==> src/rtl/i2f_pkg.sv <==
// shared types, constants and float helpers for the int-to-float scaled converter
package i2f_pkg;

    typedef enum logic [1:0] {
        MODE_PLAIN = 2'd0,
        MODE_FIXED = 2'd1,
        MODE_GROUP = 2'd2,
        MODE_SPARE = 2'd3
    } t_mode;

    localparam logic [31:0] CANON_NAN  = 32'h7FC0_0000;
    localparam logic [31:0] EXP_MASK   = 32'h7F80_0000;
    localparam logic [31:0] SCALE_ONE  = 32'h3F80_0000;

    localparam logic [0:0] REG_MODE  = 1'b0;
    localparam logic [0:0] REG_SCALE = 1'b1;

    // classified item handed from front to back
    typedef struct packed {
        logic        do_mul;
        logic        sign;
        logic [31:0] conv;
        logic [31:0] scale;
        logic        last;
    } t_item;

    // multiply operands after unpacking, passed through the multiplier stage
    typedef struct packed {
        logic        special;
        logic [31:0] special_val;
        logic        sign;
        logic [9:0]  exp_sum;   // signed biased exponent ea+eb-126
        logic [23:0] ma;
        logic [23:0] mb;
        logic        last;
        logic        bypass;
        logic [31:0] bypass_val;
    } t_mulop;

    // position of highest set bit, 0 when none
    function automatic logic [4:0] msb_pos(input logic [31:0] v);
        logic [4:0] p;
        p = 5'd0;
        for (int i = 0; i < 32; i++) begin
            if (v[i]) p = 5'(i);
        end
        return p;
    endfunction

    // signed 32-bit integer to binary32, round to nearest even
    function automatic logic [31:0] int_to_f32(input logic [31:0] raw);
        logic        s;
        logic [31:0] mag;
        logic [4:0]  p;
        logic [31:0] sh;
        logic [24:0] m;
        logic [31:0] rem;
        logic [31:0] half;
        logic [4:0]  sft;
        logic [31:0] res;
        s   = raw[31];
        mag = s ? (32'd0 - raw) : raw;
        p   = msb_pos(mag);
        res = 32'd0;
        if (mag != 32'd0) begin
            if (p <= 5'd23) begin
                sh = mag << (5'd23 - p);
                m  = sh[24:0];
            end else begin
                sft  = p - 5'd23;
                sh   = mag >> sft;
                m    = sh[24:0];
                rem  = mag & ((32'd1 << sft) - 32'd1);
                half = 32'd1 << (sft - 5'd1);
                // a rounding carry past the hidden bit lands in the exponent
                if (rem > half || (rem == half && m[0])) m = m + 25'd1;
            end
            res = {s, 31'd0} + (({27'd0, p} + 32'd126) << 23) + {7'd0, m};
        end
        return res;
    endfunction

endpackage

==> src/rtl/i2f_front.sv <==
// front part: group tracking, scale selection and integer conversion
module i2f_front #(
    parameter int GROUP_SIZE = 8
) (
    input  logic                i_clk,
    input  logic                i_rst_n,
    input  logic                i_valid,
    input  logic [31:0]         i_sample,
    input  logic [31:0]         i_group_scale_bits,
    input  logic                i_last_in,
    input  i2f_pkg::t_mode      i_mode,
    input  logic [31:0]         i_fixed_scale,
    output i2f_pkg::t_item      o_item
);
    localparam int PW = (GROUP_SIZE > 1) ? $clog2(GROUP_SIZE) : 1;

    logic [PW-1:0] r_pos, n_pos;
    logic [31:0]   r_held, n_held;
    logic [31:0]   w_conv;

    assign w_conv = i2f_pkg::int_to_f32(i_sample);

    always_comb begin
        n_pos  = r_pos;
        n_held = r_held;
        o_item.conv   = w_conv;
        o_item.sign   = 1'b0;
        o_item.last   = i_last_in;
        o_item.do_mul = 1'b0;
        o_item.scale  = i_fixed_scale;
        unique case (i_mode)
            i2f_pkg::MODE_FIXED: o_item.do_mul = 1'b1;
            i2f_pkg::MODE_GROUP: begin
                o_item.do_mul = 1'b1;
                if (r_pos == '0) n_held = i_group_scale_bits;
                o_item.scale = n_held;
            end
            default: o_item.do_mul = 1'b0;
        endcase
        if (i_valid) begin
            if (i_last_in || ({{(32-PW){1'b0}}, r_pos} + 32'd1 >= 32'(GROUP_SIZE)))
                n_pos = '0;
            else
                n_pos = r_pos + PW'(1);
        end else begin
            n_held = r_held;
        end
    end

    always_ff @(posedge i_clk) begin
        if (!i_rst_n) begin
            r_pos  <= '0;
            r_held <= '0;
        end else begin
            r_pos  <= n_pos;
            r_held <= n_held;
        end
    end
endmodule

==> src/rtl/i2f_back.sv <==
// back part: pipelined binary32 multiply with rounding, subnormals kept
module i2f_back (
    input  logic                i_clk,
    input  logic                i_rst_n,
    input  logic                i_valid,
    input  i2f_pkg::t_item      i_item,
    output logic                o_ready,
    output logic                o_valid,
    input  logic                i_ready,
    output logic [31:0]         o_result,
    output logic                o_last
);
    // stage 1 unpack, stage 2 multiply, stage 3 round, then output register
    logic          r_v1, r_v2, r_v3;
    i2f_pkg::t_mulop r_op1, n_op1, r_op2;
    logic [47:0]   r_prod;
    logic [31:0]   r_res3, n_res3;
    logic          r_last3;
    logic          w_adv;

    assign w_adv   = !r_v3 || i_ready;
    assign o_ready = w_adv;
    assign o_valid = r_v3;
    assign o_result = r_res3;
    assign o_last   = r_last3;

    function automatic void unpack_f(input logic [30:0] x,
                                     output logic [9:0] e, output logic [23:0] m);
        logic [4:0] p;
        if (x[30:23] == 8'd0) begin
            p = i2f_pkg::msb_pos({9'd0, x[22:0]});
            m = 24'(x[22:0]) << (5'd23 - p);
            e = 10'(p) - 10'd22;
        end else begin
            e = {2'd0, x[30:23]};
            m = {1'b1, x[22:0]};
        end
    endfunction

    always_comb begin
        logic [30:0] aa, bb;
        logic [9:0]  ea, eb;
        logic [23:0] ma, mb;
        aa = i_item.conv[30:0];
        bb = i_item.scale[30:0];
        unpack_f(aa, ea, ma);
        unpack_f(bb, eb, mb);
        n_op1.sign        = i_item.conv[31] ^ i_item.scale[31];
        n_op1.exp_sum     = ea + eb - 10'd126;
        n_op1.ma          = ma;
        n_op1.mb          = mb;
        n_op1.last        = i_item.last;
        n_op1.bypass      = !i_item.do_mul;
        n_op1.bypass_val  = i_item.conv;
        n_op1.special     = 1'b1;
        n_op1.special_val = {n_op1.sign, 31'd0};
        if ({1'b0, aa} > i2f_pkg::EXP_MASK || {1'b0, bb} > i2f_pkg::EXP_MASK)
            n_op1.special_val = i2f_pkg::CANON_NAN;
        else if ({1'b0, aa} == i2f_pkg::EXP_MASK || {1'b0, bb} == i2f_pkg::EXP_MASK)
            n_op1.special_val = (aa == '0 || bb == '0) ? i2f_pkg::CANON_NAN
                                : {n_op1.sign, i2f_pkg::EXP_MASK[30:0]};
        else if (aa == '0 || bb == '0)
            n_op1.special_val = {n_op1.sign, 31'd0};
        else
            n_op1.special = 1'b0;
    end

    always_comb begin
        logic [50:0] p;
        logic signed [9:0] e;
        logic [5:0]  sft;
        logic [50:0] m, rem, half;
        logic [31:0] res;
        p   = {3'd0, r_prod};
        e   = $signed(r_op2.exp_sum);
        if (!p[47]) begin
            p = p << 1;
            e = e - 10'sd1;
        end
        // deep underflow shifts everything into the sticky remainder
        if (e >= 10'sd1) sft = 6'd24;
        else if ((10'sd1 - e) > 10'sd26) sft = 6'd50;
        else sft = 6'(10'sd24 + 10'sd1 - e);
        m    = p >> sft;
        rem  = p & ((51'd1 << sft) - 51'd1);
        half = 51'd1 << (sft - 6'd1);
        if (rem > half || (rem == half && m[0])) m = m + 51'd1;
        if (e < 10'sd1)
            res = {r_op2.sign, 31'(m)};
        else if (e >= 10'sd255)
            res = {r_op2.sign, i2f_pkg::EXP_MASK[30:0]};
        else begin
            res = ({22'd0, e} - 32'd1 << 23) + 32'(m);
            if (res >= i2f_pkg::EXP_MASK) res = i2f_pkg::EXP_MASK;
            res = {r_op2.sign, res[30:0]};
        end
        if (r_op2.bypass) n_res3 = r_op2.bypass_val;
        else if (r_op2.special) n_res3 = r_op2.special_val;
        else n_res3 = res;
    end

    always_ff @(posedge i_clk) begin
        if (!i_rst_n) begin
            r_v1 <= 1'b0;
            r_v2 <= 1'b0;
            r_v3 <= 1'b0;
        end else if (w_adv) begin
            r_v1 <= i_valid;
            r_v2 <= r_v1;
            r_v3 <= r_v2;
        end
    end

    always_ff @(posedge i_clk) begin
        if (w_adv) begin
            r_op1   <= n_op1;
            r_op2   <= r_op1;
            r_prod  <= r_op1.ma * r_op1.mb;
            r_res3  <= n_res3;
            r_last3 <= r_op2.last;
        end
    end
endmodule

==> src/rtl/i2f_fifo.sv <==
// short queue between the front and back parts, also used as the result queue
module i2f_fifo #(
    parameter int WIDTH = 66,
    parameter int DEPTH = 4
) (
    input  logic             i_clk,
    input  logic             i_rst_n,
    input  logic             i_push,
    input  logic [WIDTH-1:0] i_data,
    output logic             o_full,
    input  logic             i_pop,
    output logic             o_empty,
    output logic [WIDTH-1:0] o_data
);
    localparam int AW = $clog2(DEPTH);

    logic [WIDTH-1:0] r_mem [DEPTH];
    logic [AW-1:0]    r_wr, r_rd;
    logic [AW:0]      r_cnt;
    logic             w_push, w_pop;

    assign o_full  = (r_cnt == (AW+1)'(DEPTH));
    assign o_empty = (r_cnt == '0);
    assign o_data  = r_mem[r_rd];
    assign w_push  = i_push && !o_full;
    assign w_pop   = i_pop && !o_empty;

    always_ff @(posedge i_clk) begin
        if (!i_rst_n) begin
            r_wr  <= '0;
            r_rd  <= '0;
            r_cnt <= '0;
        end else begin
            if (w_push) r_wr <= r_wr + AW'(1);
            if (w_pop)  r_rd <= r_rd + AW'(1);
            r_cnt <= r_cnt + (AW+1)'(w_push) - (AW+1)'(w_pop);
        end
    end

    always_ff @(posedge i_clk) begin
        if (w_push) r_mem[r_wr] <= i_data;
    end
endmodule

==> src/rtl/int32_to_fp32_scaled_converter.sv <==
// top level: int32 to binary32 converter with fixed or per-group scaling
//  channel  | handshake         | beat
//  input    | i_push / o_full   | i_sample, i_group_scale_bits, i_last_in
//  result   | o_empty / i_pop   | o_result_bits, o_last_out
//  config   | apb write/read    | conversion_mode @0, fixed_scale_bits @4
// one item per cycle while o_full is low; a result passes the input queue, then the
// unpack, multiply and round stages, then the result queue before the ports.
// synchronous active-low reset clears queues, group position and valid bits, presets config.
// a stalled result queue fills and raises o_full; front and back stall apart.
module int32_to_fp32_scaled_converter #(
    parameter int GROUP_SIZE = 8
) (
    input  logic        i_clk,
    input  logic        i_rst_n,
    input  logic        i_push,
    output logic        o_full,
    input  logic [31:0] i_sample,
    input  logic [31:0] i_group_scale_bits,
    input  logic        i_last_in,
    output logic        o_empty,
    input  logic        i_pop,
    output logic [31:0] o_result_bits,
    output logic        o_last_out,
    input  logic        psel,
    input  logic        penable,
    input  logic        pwrite,
    input  logic [2:0]  paddr,
    input  logic [31:0] pwdata,
    output logic [31:0] prdata,
    output logic        pready
);
    i2f_pkg::t_mode r_mode;
    logic [31:0]    r_scale;
    logic           w_acc;
    i2f_pkg::t_item w_item, w_qitem;
    logic           w_qempty, w_bready, w_bvalid;
    logic [31:0]    w_bres;
    logic           w_blast, w_ofull;

    assign pready = 1'b1;
    assign w_acc  = i_push && !o_full;

    always_ff @(posedge i_clk) begin
        if (!i_rst_n) begin
            r_mode  <= i2f_pkg::MODE_PLAIN;
            r_scale <= i2f_pkg::SCALE_ONE;
        end else if (psel && penable && pwrite) begin
            if (paddr[2] == i2f_pkg::REG_MODE) r_mode <= i2f_pkg::t_mode'(pwdata[1:0]);
            else                               r_scale <= pwdata;
        end
    end

    always_comb begin
        if (paddr[2] == i2f_pkg::REG_MODE) prdata = {30'd0, r_mode};
        else                               prdata = r_scale;
    end

    i2f_front #(.GROUP_SIZE(GROUP_SIZE)) u_front (
        .i_clk, .i_rst_n, .i_valid(w_acc), .i_sample, .i_group_scale_bits,
        .i_last_in, .i_mode(r_mode), .i_fixed_scale(r_scale), .o_item(w_item)
    );

    i2f_fifo #(.WIDTH($bits(i2f_pkg::t_item)), .DEPTH(4)) u_q (
        .i_clk, .i_rst_n, .i_push(i_push), .i_data(w_item), .o_full(o_full),
        .i_pop(w_bready), .o_empty(w_qempty), .o_data(w_qitem)
    );

    i2f_back u_back (
        .i_clk, .i_rst_n, .i_valid(!w_qempty), .i_item(w_qitem), .o_ready(w_bready),
        .o_valid(w_bvalid), .i_ready(!w_ofull), .o_result(w_bres), .o_last(w_blast)
    );

    // result queue deep enough that the back part rarely stalls
    i2f_fifo #(.WIDTH(33), .DEPTH(4)) u_oq (
        .i_clk, .i_rst_n, .i_push(w_bvalid), .i_data({w_blast, w_bres}),
        .o_full(w_ofull), .i_pop(i_pop), .o_empty(o_empty),
        .o_data({o_last_out, o_result_bits})
    );
endmodule

==> config.mk <==
export PLATFORM = sky130hd
export DESIGN_NAME = int32_to_fp32_scaled_converter
export DESIGN_NICKNAME = d
export VERILOG_FILES = /design/src/rtl/i2f_pkg.sv /design/src/rtl/i2f_front.sv /design/src/rtl/i2f_back.sv /design/src/rtl/i2f_fifo.sv /design/src/rtl/int32_to_fp32_scaled_converter.sv
export SDC_FILE = /design/constraint.sdc
export NUM_CORES = 2
export LEC_CHECK = 0
export BUFFER_PORTS_ARGS = -buffer_cell sky130_fd_sc_hd__buf_2
export CAP_MARGIN = 0
export CELL_PAD_IN_SITES_DETAIL_PLACEMENT = 0
export CELL_PAD_IN_SITES_GLOBAL_PLACEMENT = 2
export CORE_AREA = 5 5 314 546
export DETAILED_ROUTE_END_ITERATION = 12
export DIE_AREA = 0 0 319 551
export HOLD_SLACK_MARGIN = 0.15
export PLACE_DENSITY_LB_ADDON = 0.1
export SYNTH_ARGS = -nofsm -noshare
export SYNTH_HDL_FRONTEND = slang
export SYNTH_HIERARCHICAL = 1
export SYNTH_SLANG_ARGS = --single-unit
export TNS_END_PERCENT = 5
==> constraint.sdc <==
create_clock -name i_clk -period 13.5 [get_ports i_clk]
set_input_delay 0.675 -clock i_clk [delete_from_list [all_inputs] [get_ports i_clk]]
set_output_delay 0.675 -clock i_clk [all_outputs]
set_load 0.02 [all_outputs]
==> results.md <==
- Worst setup SP type: register
- Post-Syn Instances: 6380
- Final Max Slew Viols: 0
- Core Region: 166200 sq um
- Max Clock Freq: 0.08097 GHz
- Synthesized cell area: 64320 sq um
- Remaining antenna violation count: 0
- Yosys warnings: 6
- Tcrit/Tclk final: 91.49%
- Worst-path clk slew: 0.06 ns
- DRT iter0 DRCs: 3129
- Initial DRT Pass Iterations: 8
- Crit-path max FO: 9
- Gr ovfl total: 0
- Fin Setup TNS: 0 ns
- Initial antenna violation count: 10
- # IOs: 175
- Per-cell routed wire length: 26.23 um
- Clock root buffer: clkbuf_16
- Status: complete, no violations
- CP required: 13.87 ns
- # DRC: 0
- Max Cap Viol: 0
- Vias in the first global route: 51950
- Ratio of cells with drive above 1 in the final layout: 11.73%
- Clock sink count: 713
- # resized after CTS: 0
- Drt total wl: 228200 um
- Most used cell, CP: a21oi_1
- Hold Fails Final Rpt: 0
- Pin count of the biggest net entering global routing: 105
- Unrepaired setup endpoints after global routing: false
- Area Overhead vs Synth: 8.940%
- Arr. time, crit path: 12.72 ns
- Normalized max-slew margin: 7.922%
- Critical path class: reg2reg
- Via count: 49390
- DPL Wire Length: 179300 um
- PortBufs: 171
- Via-to-Cell Ratio: 5.677
- Worst slew pin tran: 1.372 ns
- Avg Cell Area, Syn: 10.08 sq um
- Clk Latency, worst-skew pair: 0.64 ns
- Setup Skew: 0.03739 ns
- Die width: 319 um
- # nets final: 7357
- Crit path capture type: register
- Period minus WS final: 12.35 ns
- Hold path cells: 3
- Clock Tree Buf Depth: 3
- Num CTS Buffers: 73
- R2R depth: 48
- CTS tree: yes
- Die outline area: 175800 sq um
- H-tree levels: 3
- First-pass GRT wire length: 339200 um
- Register area: 20520 sq um
- Placer Congestion: 0.9911
- Post-CTS setup buffers: 0
- Crit-path max cell delay: 0.67 ns
- Setup Viol. Count Final: 0
- Slowest stage cell, crit path: a21oi_1
- Area of the multi-input gates: 39890 sq um
- Die Span Y: 551 um
- Placement Rows: 198
- Post-CTS Hold Fix Bufs: 0
- Worst hold path class: in2reg
- Starting Density: 38.69%
- Fillers: 16340
- GRT Total Usage: 25.49%
-- flip-flops by register name, indices dropped and copies added (netlist names), 32 cells and up, named ones only --
signal / cells
u_back/r_op2: 49
r_scale: 32
u_front/r_held: 32
u_back/r_op1: 97
u_back/o_result: 32
u_back/r_prod: 48
u_oq/r_mem: 132
u_q/r_mem: 264
-- placed cells by master, fill, tap and decap left out, types with 42 or more instances in the layout --
cell,n
a21boi_0,42
a21o_1,74
a21oi_1,233
and2_1,270
buf_2,170
buf_4,175
clkbuf_16,74
dfxtp_1,87
edfxtp_1,623
fa_1,487
ha_1,323
inv_1,592
mux2_2,65
mux2i_1,281
mux4_2,102
nand2_1,864
nand3_1,119
nand4_1,64
nor2_1,323
nor2b_1,58
nor3_1,104
nor4_1,45
o211ai_1,105
o21ai_0,193
xnor2_1,137
xor2_1,61
-- worst paths after layout --
kind / from / to / slack [ns]
max: u_back/r_op2[83]$_DFFE_PP_ / u_back/o_result[28]$_DFFE_PP_ / 1.15
min: pwdata[11] / r_scale[11]$_SDFFE_PN0P_ / 0.28
max reg2reg: u_back/r_op2[83]$_DFFE_PP_ / u_back/o_result[28]$_DFFE_PP_ / 1.15
min reg2reg: u_back/r_op1[85]$_DFFE_PP_ / u_back/r_op2[85]$_DFFE_PP_ / 0.42
-- routing by layer --
metal | track usage (%) | share of wire (%)
met3 | 2.354 | 3.1
met2 | 50.15 | 56
met1 | 25.87 | 34
met4 | 15.18 | 7.3
met5 | 0 | 0.016
-- area by class of cell --
type	instances	share of cell area, %
Antenna cell	2	0.007142
Clock buffer	87	2.712
Clock inverter	47	0.7767
Inverter	599	3.221
Multi-Input combinational cell	4705	56.93
Sequential cell	713	29.28
Tap cell	2200	3.928
Timing Repair Buffer	347	3.146
-- through the flow --
step | setup WS, ns | utilization [%] | hold WS, ns | area [sq um] | cells
final | 1.149 | 42.15 | 0.2780 | 70070 | 8700
after global routing | 0.3935 | 42.15 | 0.2451 | 70070 | 8699
after CTS | 0.9821 | 42.15 | 0.2187 | 70070 | 8698
after detailed placement | 1.024 | 40.68 | 0.4045 | 67620 | 8564
after global placement | 0.9871 | 40.68 | 0.4002 | 67620 | 8564
after floorplan | 2.186 | - | 0.4003 | 64380 | 6395
-- worst max-delay path: cells and delay by family (launching register included) --
| family | cells | cell delay (ns) |
|---|---|---|
| flops | 1 | 0.46 |
| simple gates | 21 | 5.14 |
| mux | 1 | 0.05 |
| fa+ha+maj | 5 | 1.61 |
| compound gates | 12 | 3.29 |
| xor+xnor | 5 | 0.82 |
| buf+inv | 4 | 0.69 |
Power is not shown: default switching activity piles up to over one toggle a cycle in this logic, so the estimate is an artifact.
